### src/sv/rfci_pkg.sv
// Shared types, constants and saturation helpers for the ray / finite cylinder intersector.
`timescale 1ns / 1ps
`default_nettype none
package rfci_pkg;

  localparam int FRAC_BITS_DEF = 16;
  localparam int DIV_STAGES    = 31;

  typedef struct packed {
    logic        ov;
    logic [31:0] v;
  } sat_t;

  typedef struct packed {
    logic [2:0][31:0] o;
    logic [2:0][17:0] d;
    logic [30:0]      near;
    logic             lim;
  } ray_t;

  typedef struct packed {
    ray_t        ray;
    logic [31:0] a;
    logic [31:0] b;
    logic        miss;
  } sq_side_t;

  typedef struct packed {
    ray_t ray;
    logic miss;
  } dv_side_t;

  typedef struct packed {
    logic        miss;
    logic [30:0] t;
    logic [30:0] near;
  } tail_t;

  function automatic int root_bits(input int frac);
    return (32 + frac) / 2;
  endfunction

  function automatic sat_t sat32(input logic signed [63:0] x);
    sat_t r;
    r.ov = (x[63:31] != {33{x[63]}});
    r.v  = r.ov ? (x[63] ? 32'h8000_0000 : 32'h7FFF_FFFF) : x[31:0];
    return r;
  endfunction

endpackage
`default_nettype wire

### src/sv/rfci_sqrt.sv
// Pipelined integer square root, one root bit per stage.
`timescale 1ns / 1ps
`default_nettype none
module rfci_sqrt import rfci_pkg::*; #(
  parameter int FRAC_BITS = FRAC_BITS_DEF
) (
  input  wire logic                                clk,
  input  wire logic                                en,
  input  wire logic [30+FRAC_BITS:0]               rad,
  output logic      [root_bits(FRAC_BITS)-1:0]     root
);

  localparam int R = root_bits(FRAC_BITS);

  logic [2*R-1:0] vpad;
  logic [R:0]     rem [R];
  logic [R-1:0]   q   [R];
  logic [2*R-1:0] vs  [R];

  assign vpad = (2*R)'(rad);

  for (genvar i = 0; i < R; i++) begin : g_st
    logic [R:0]     rp;
    logic [R-1:0]   qp;
    logic [2*R-1:0] vp;
    logic [R+2:0]   cur;
    logic [R+2:0]   trial;
    logic [R+2:0]   diff;
    logic           ge;

    if (i == 0) begin : g_first
      assign rp = '0;
      assign qp = '0;
      assign vp = vpad;
    end else begin : g_next
      assign rp = rem[i-1];
      assign qp = q[i-1];
      assign vp = vs[i-1];
    end

    assign cur   = {rp, vp[2*R-1 -: 2]};
    assign trial = {1'b0, qp, 2'b01};
    assign ge    = (cur >= trial);
    assign diff  = cur - trial;

    always_ff @(posedge clk) begin
      if (en) begin
        rem[i] <= ge ? diff[R:0] : cur[R:0];
        q[i]   <= {qp[R-2:0], ge};
        vs[i]  <= {vp[2*R-3:0], 2'b00};
      end
    end
  end

  assign root = q[R-1];

endmodule
`default_nettype wire

### config.mk
export PLATFORM = sky130hd
export DESIGN_NAME = rfci_sqrt
export DESIGN_NICKNAME = d
export VERILOG_FILES = /design/src/sv/rfci_pkg.sv /design/src/sv/rfci_sqrt.sv
export SDC_FILE = /design/constraint.sdc
export NUM_CORES = 2
export LEC_CHECK = 0
export ABC_AREA = 0
export ABC_CLOCK_PERIOD_IN_PS = 3740
export BUFFER_PORTS_ARGS = -buffer_cell sky130_fd_sc_hd__buf_2
export CORE_UTILIZATION = 50
export CTS_BUF_LIST = sky130_fd_sc_hd__clkbuf_4
export CTS_CLUSTER_SIZE = 30
export DETAILED_ROUTE_END_ITERATION = 7
export PLACE_DENSITY = 0.74
export SLEW_MARGIN = 40
export SYNTH_ARGS = -nofsm -noshare
export SYNTH_HDL_FRONTEND = slang
export SYNTH_SLANG_ARGS = --single-unit
### constraint.sdc
create_clock -name clk -period 3.74 [get_ports clk]
set_input_delay 0.935 -clock clk [delete_from_list [all_inputs] [get_ports clk]]
set_output_delay 0.935 -clock clk [all_outputs]
set_load 0.005 [all_outputs]
==> After elaboration in Yosys (flattened, before gate mapping) <==
Memories as Yosys holds them, arrays and structs flattened.
Cells that the tools add are included.
{ "word_totals": {"ff_bits": 0, "latch_bits": 0, "ram_bits": 2280, "rom_bits": 0, "input_bits": 49, "output_inout_bits": 24, "elab_cells": 77, "memories": 3} }
{ "op_classes": {"add_sub_neg": 24, "mul": 0, "div": 0, "n_lt_le_gt_ge": 24, "eq_ne": 0, "shifts": 0, "n_mux": 26, "bitwise": 0, "reduce_logical": 0} }
{ "memory_table": {"columns": ["memory", "depth", "width", "rd", "rd_clocked_by_memory_dff", "wr", "line", "source"], "rows": [
  ["vs", 24, 46, 23, 0, 24, "rfci_sqrt.sv:18", "logic [2*R-1:0] vs [R];"],
  ["rem", 24, 25, 23, 0, 24, "rfci_sqrt.sv:16", "logic [R:0] rem [R];"],
  ["q", 24, 24, 24, 0, 24, "rfci_sqrt.sv:17", "logic [R-1:0] q [R];"]
]} }
{ "ops": {"columns": ["op", "n"], "rows": [
  ["$ge 27x26->1", 23],
  ["$mux 25", 24],
  ["$sub 25x25->25", 23],
  ["$mux 1", 2],
  ["$sub 1x1->2 const B", 1],
  ["$ge 1x1->1 const B", 1]
]} }

==> Logic depth before layout (Yosys ltp) <==
An unclocked memory read counts as a cell.
{ "logic_depth": {"word_depth": 3, "mapped_depth": 14, "ltp_nobuf": 12} }

==> Worst setup path after synthesis <==
No wires, ideal clock.
{ "synth_path": {"path_type": "register -> register", "startpoint": "mem rem[2][126] (netlist name)", "endpoint": "mem rem[2][152] (netlist name), data pin", "setup_ps": 272, "t_arrival_ps": 2805, "t_required_ps": 3468, "slack_ps": 664, "path_stages_with_launch": 13, "n_path_buf": 2, "synth_period_minus_slack_ps": 3076, "path_cell_list": "edfxtp_1 ha_1 o21ai_0 a22oi_1 a2111oi_0 o211ai_1 a31oi_1 o21ai_0 a21o_1 clkbuf_1 buf_2 nor2_1 a21oi_1"} }
{ "synth_lines": {"columns": ["element", "line"], "rows": [
  ["start, declared", "rfci_sqrt.sv:16"]
]} }

==> summary.txt <==
Timing
  • RSZ-0062 raised after global routing: false
  • Skew final: 112 ps
  • Final setup violation count: 0
  • Fin crit period: 3520 ps
  • Measured slew at the worst slew-check pin: 857 ps
  • Total negative slack: 0 ps
  • Hold WS: 168 ps
  • Slew HR: 42.9%
  • Final slew viol count: 0
  • Setup ws final: 218 ps
  • Final-report hold violation count: 0
  • Final period utilization: 94.2%
  • Peak Freq: 284 MHz

Pwr
  • Peak supply drop: 0.385 mV
  • Seq pwr share: 51.5%
  • Pwr Density: 558 nW/um2
  • Static leakage: 0.0280 uW
  • Pint: 28900 uW
  • Comb power frac: 18.3%
  • Sw Ratio: 27.6%
  • Clock power share: 30.2%
  • Psw: 11000 uW

Die
  • Die area: 129000 um2
  • Io pins: 73
  • Die Y: 359 um
  • Overall die width: 359 um
  • Initial Util: 50.6%
  • Core Region: 126000 um2
  • Row cnt: 130

Synth
  • Post-Syn Nets: 5206
  • Post-synth top flop: edfxtp_1
  • Post-synth EDFFs: 1388
  • Asr flop ratio synth: 0%
  • Yosys top cell by area: edfxtp_1
  • Synthesized flop and latch total: 1388
  • Mean post-synth cell area: 13.2 um2
  • Synth area leaders: edfxtp_1 (65%), ha_1 (6.3%), xnor2_1 (3.0%)
  • Post-synth top area share: 65.3%
  • YS warnings: 0
  • Post-synthesis sequential area ratio: 65.3%
  • Synthesized area: 63800 um2
  • Yosys cell types: 89
  • Post-Syn Instances: 4834

Worst setup path
  • Cell depth of the worst flop-to-flop path: 11
  • Worst r2r src: q[1][72]$_DFFE_PP_
  • Slowest cell on the critical path: edfxtp_1
  • Setup crit end kind: flop
  • Family with the most delay on the worst path: compound AO/OA/AOI/OAI gates
  • Worst Path Required: 4700 ps
  • Critical path class: reg2reg
  • CP Cell Sequence: inv_1 -> ha_1 -> nor2b_1 -> o21a_1 -> o21ai_0 -> a211o_1 -> a311oi_1 -> o21ai_0 -> nor2b_1 -> nand3_1 -> xnor2_1
  • Worst setup SP type: flop
  • Flop-to-flop setup slack: 220 ps
  • CP arrival: 4480 ps
  • Crit Path Max Fanout: 5
  • R2R Path End: rem[1][120]$_DFFE_PP_
  • Crit path buf inv count: 1
  • CP max stage delay: 530 ps

Placed design
  • DP Wirelength: 79900 um
  • Dpl ws: 293 ps
  • Count of input and output buffers: 72
  • Placed instance area: 66900 um2
  • RD Place Congestion: 0.907

Clocking
  • Clock Path Buffers: 4
  • Clk slew on worst S/H paths: 70 ps
  • CTS Buf Count: 364
  • Clk root buf: clkbuf_4
  • Clock sinks: 1388
  • Clk Latency, worst-skew pair: 1290 ps
  • CTS tree: done
  • CTS H-tree lvls: 5

Routing
  • ANT nets after route: 0
  • DRC: 0
  • Via-to-Cell Ratio: 5.34
  • TritonRoute pass-1 iters: 5
  • WL/cell: 15.9 um
  • Via Count: 38600
  • WL final: 115000 um
  • Initial DRC count: 2636

Finish
  • Syn-to-layout area delta: 12.2%
  • Fin util: 56.7%
  • Finished Cell Area: 71600 um2
  • Share of post-route cells with drive strength above 1: 14.0%
  • FILL cells: 10200
  • Layout Nets: 5694

Global route
  • Gr usage total: 17.7%
  • GRT overflow: 0
  • First-pass GRT wire length: 186000 um
  • Number of global-route vias before repair: 38000
  • Largest net degree at the start of global routing: 110
  • Antenna violations before repair: 3

Worst hold path
  • HP Class: in2reg
  • Hold path start: en
  • Hold Path Sink: vs[0][156]$_DFFE_PP_
  • WHS Path Cells: 1

Run
  • MaxCap Viol Count: 0

Status
  • Outcome: complete, no violations
==> stage by stage <==
step | std cells | power (uW)
global placement | 6558 | 27900
detailed placement | 6558 | 28100
floorplan | 4834 | 25800
CTS | 7212 | 40400
global route | 7219 | 42300
finish | 7220 | 39900
==> cells in the mapped netlist, drive strengths merged (22+ instances only) <==
cell type and n:
a31oi 27, nand4 44, nor3 116, mux2 46, edfxtp 1388, xor2 199
nand2 316, nor2b 52, a21oi 302, a211oi 22, nor2 297, xnor2 221
a21o 122, ha 323, nand2b 57, or2 23, nand3 76, clkbuf 60
and3 24, or4 32, nor4 58, o31ai 35, o21ai 239, inv 406
or3 49, o21a 67
==> cells in the final DEF (no fill, tap or decap), types with 32 or more instances in the layout <==
cell type      Yosys  routed
a21o_1           122     122
a21oi_1          302     302
buf_2             12      71
buf_4              1      59
clkbuf_4           0     482
clkinv_1           0      92
dlygate4sd3_1      0      47
edfxtp_1        1388    1388
ha_1             323     323
inv_1            403     402
mux2_2            46      46
nand2_1          316     316
nand2b_1          57      57
nand3_1           72      72
nand4_1           44      44
nor2_1           296     296
nor2b_1           52      52
nor3_1           113     113
nor4_1            55      54
o21a_1            67      67
o21ai_0          234     234
o31ai_1           34      32
or3_1             47      47
xnor2_1          221     221
xor2_1           199     199
==> power by group through the flow <==
stage	sequential, uW	clock [uW]	combinational [uW]
after floorplan	20400	0	5380
after global routing	20700	13400	8180
after detailed placement	20900	0	7190
after global placement	20800	0	7030
final	20600	12100	7310
after CTS	20600	12600	7280
==> how the worst max path moves through the flow <==
stage | startpoint | endpoint | slack [ps] | depth (start not counted)
floorplan | rem[2][126]$_DFFE_PP_ | rem[2][152]$_DFFE_PP_ | 660 | 12
finish | q[1][72]$_DFFE_PP_ | rem[1][120]$_DFFE_PP_ | 220 | 11
detailed placement | rem[2][50]$_DFFE_PP_ | rem[2][99]$_DFFE_PP_ | 290 | 10
global route | rem[1][37]$_DFFE_PP_ | rem[1][58]$_DFFE_PP_ | 30 | 8
CTS | rem[2][50]$_DFFE_PP_ | rem[2][99]$_DFFE_PP_ | 190 | 10
global placement | rem[2][50]$_DFFE_PP_ | rem[2][99]$_DFFE_PP_ | 230 | 10
==> layer usage <==
layer  vias up  track usage [%]  part of all wire (%)
li1      19100                -                     -
met1     18200             22.6                    43
met2      1013             28.7                    48
met3       272             3.90                   5.5
met4         0             8.69                   3.5
met5         -                0                     0
==> state kept, by name, indices dropped and copies added (netlist names) <==
register  cells
vs          552
rem         536
q           300
==> what timing repair did <==
item	in CTS	in global routing
setup buffers	0	0
endpoints found under the hold margin	47	0
hold buffers	47	0
gates resized for setup	0	6
setup endpoints to repair	0	5
==> cell type report <==
type	instances	area (um2)	share of cell area [%]
clock inverters	125	607	0.847
clock buffers	482	3620	5.05
repair inverters	1	5.00	0.00699
multi-input cells	2962	20400	28.5
inverters	406	1530	2.13
diodes	7	17.5	0.0245
well taps	1650	2060	2.88
flip-flops and latches	1388	41700	58.2
repair buffers	199	1710	2.39
==> cells by family after synthesis <==
group | after synthesis | share of synthesized area (%)
flip-flops | 1388 | 65.3
XOR/XNOR | 420 | 5.76
adder cells (fa/ha/maj) | 323 | 6.33
buffers and inverters | 484 | 2.89
AO/OA/AOI/OAI | 960 | 9.39
other | 1 | 0.00587
AND/OR/NAND/NOR | 1204 | 9.41
multiplexers | 54 | 0.937
(Power assumes the default switching activity.)
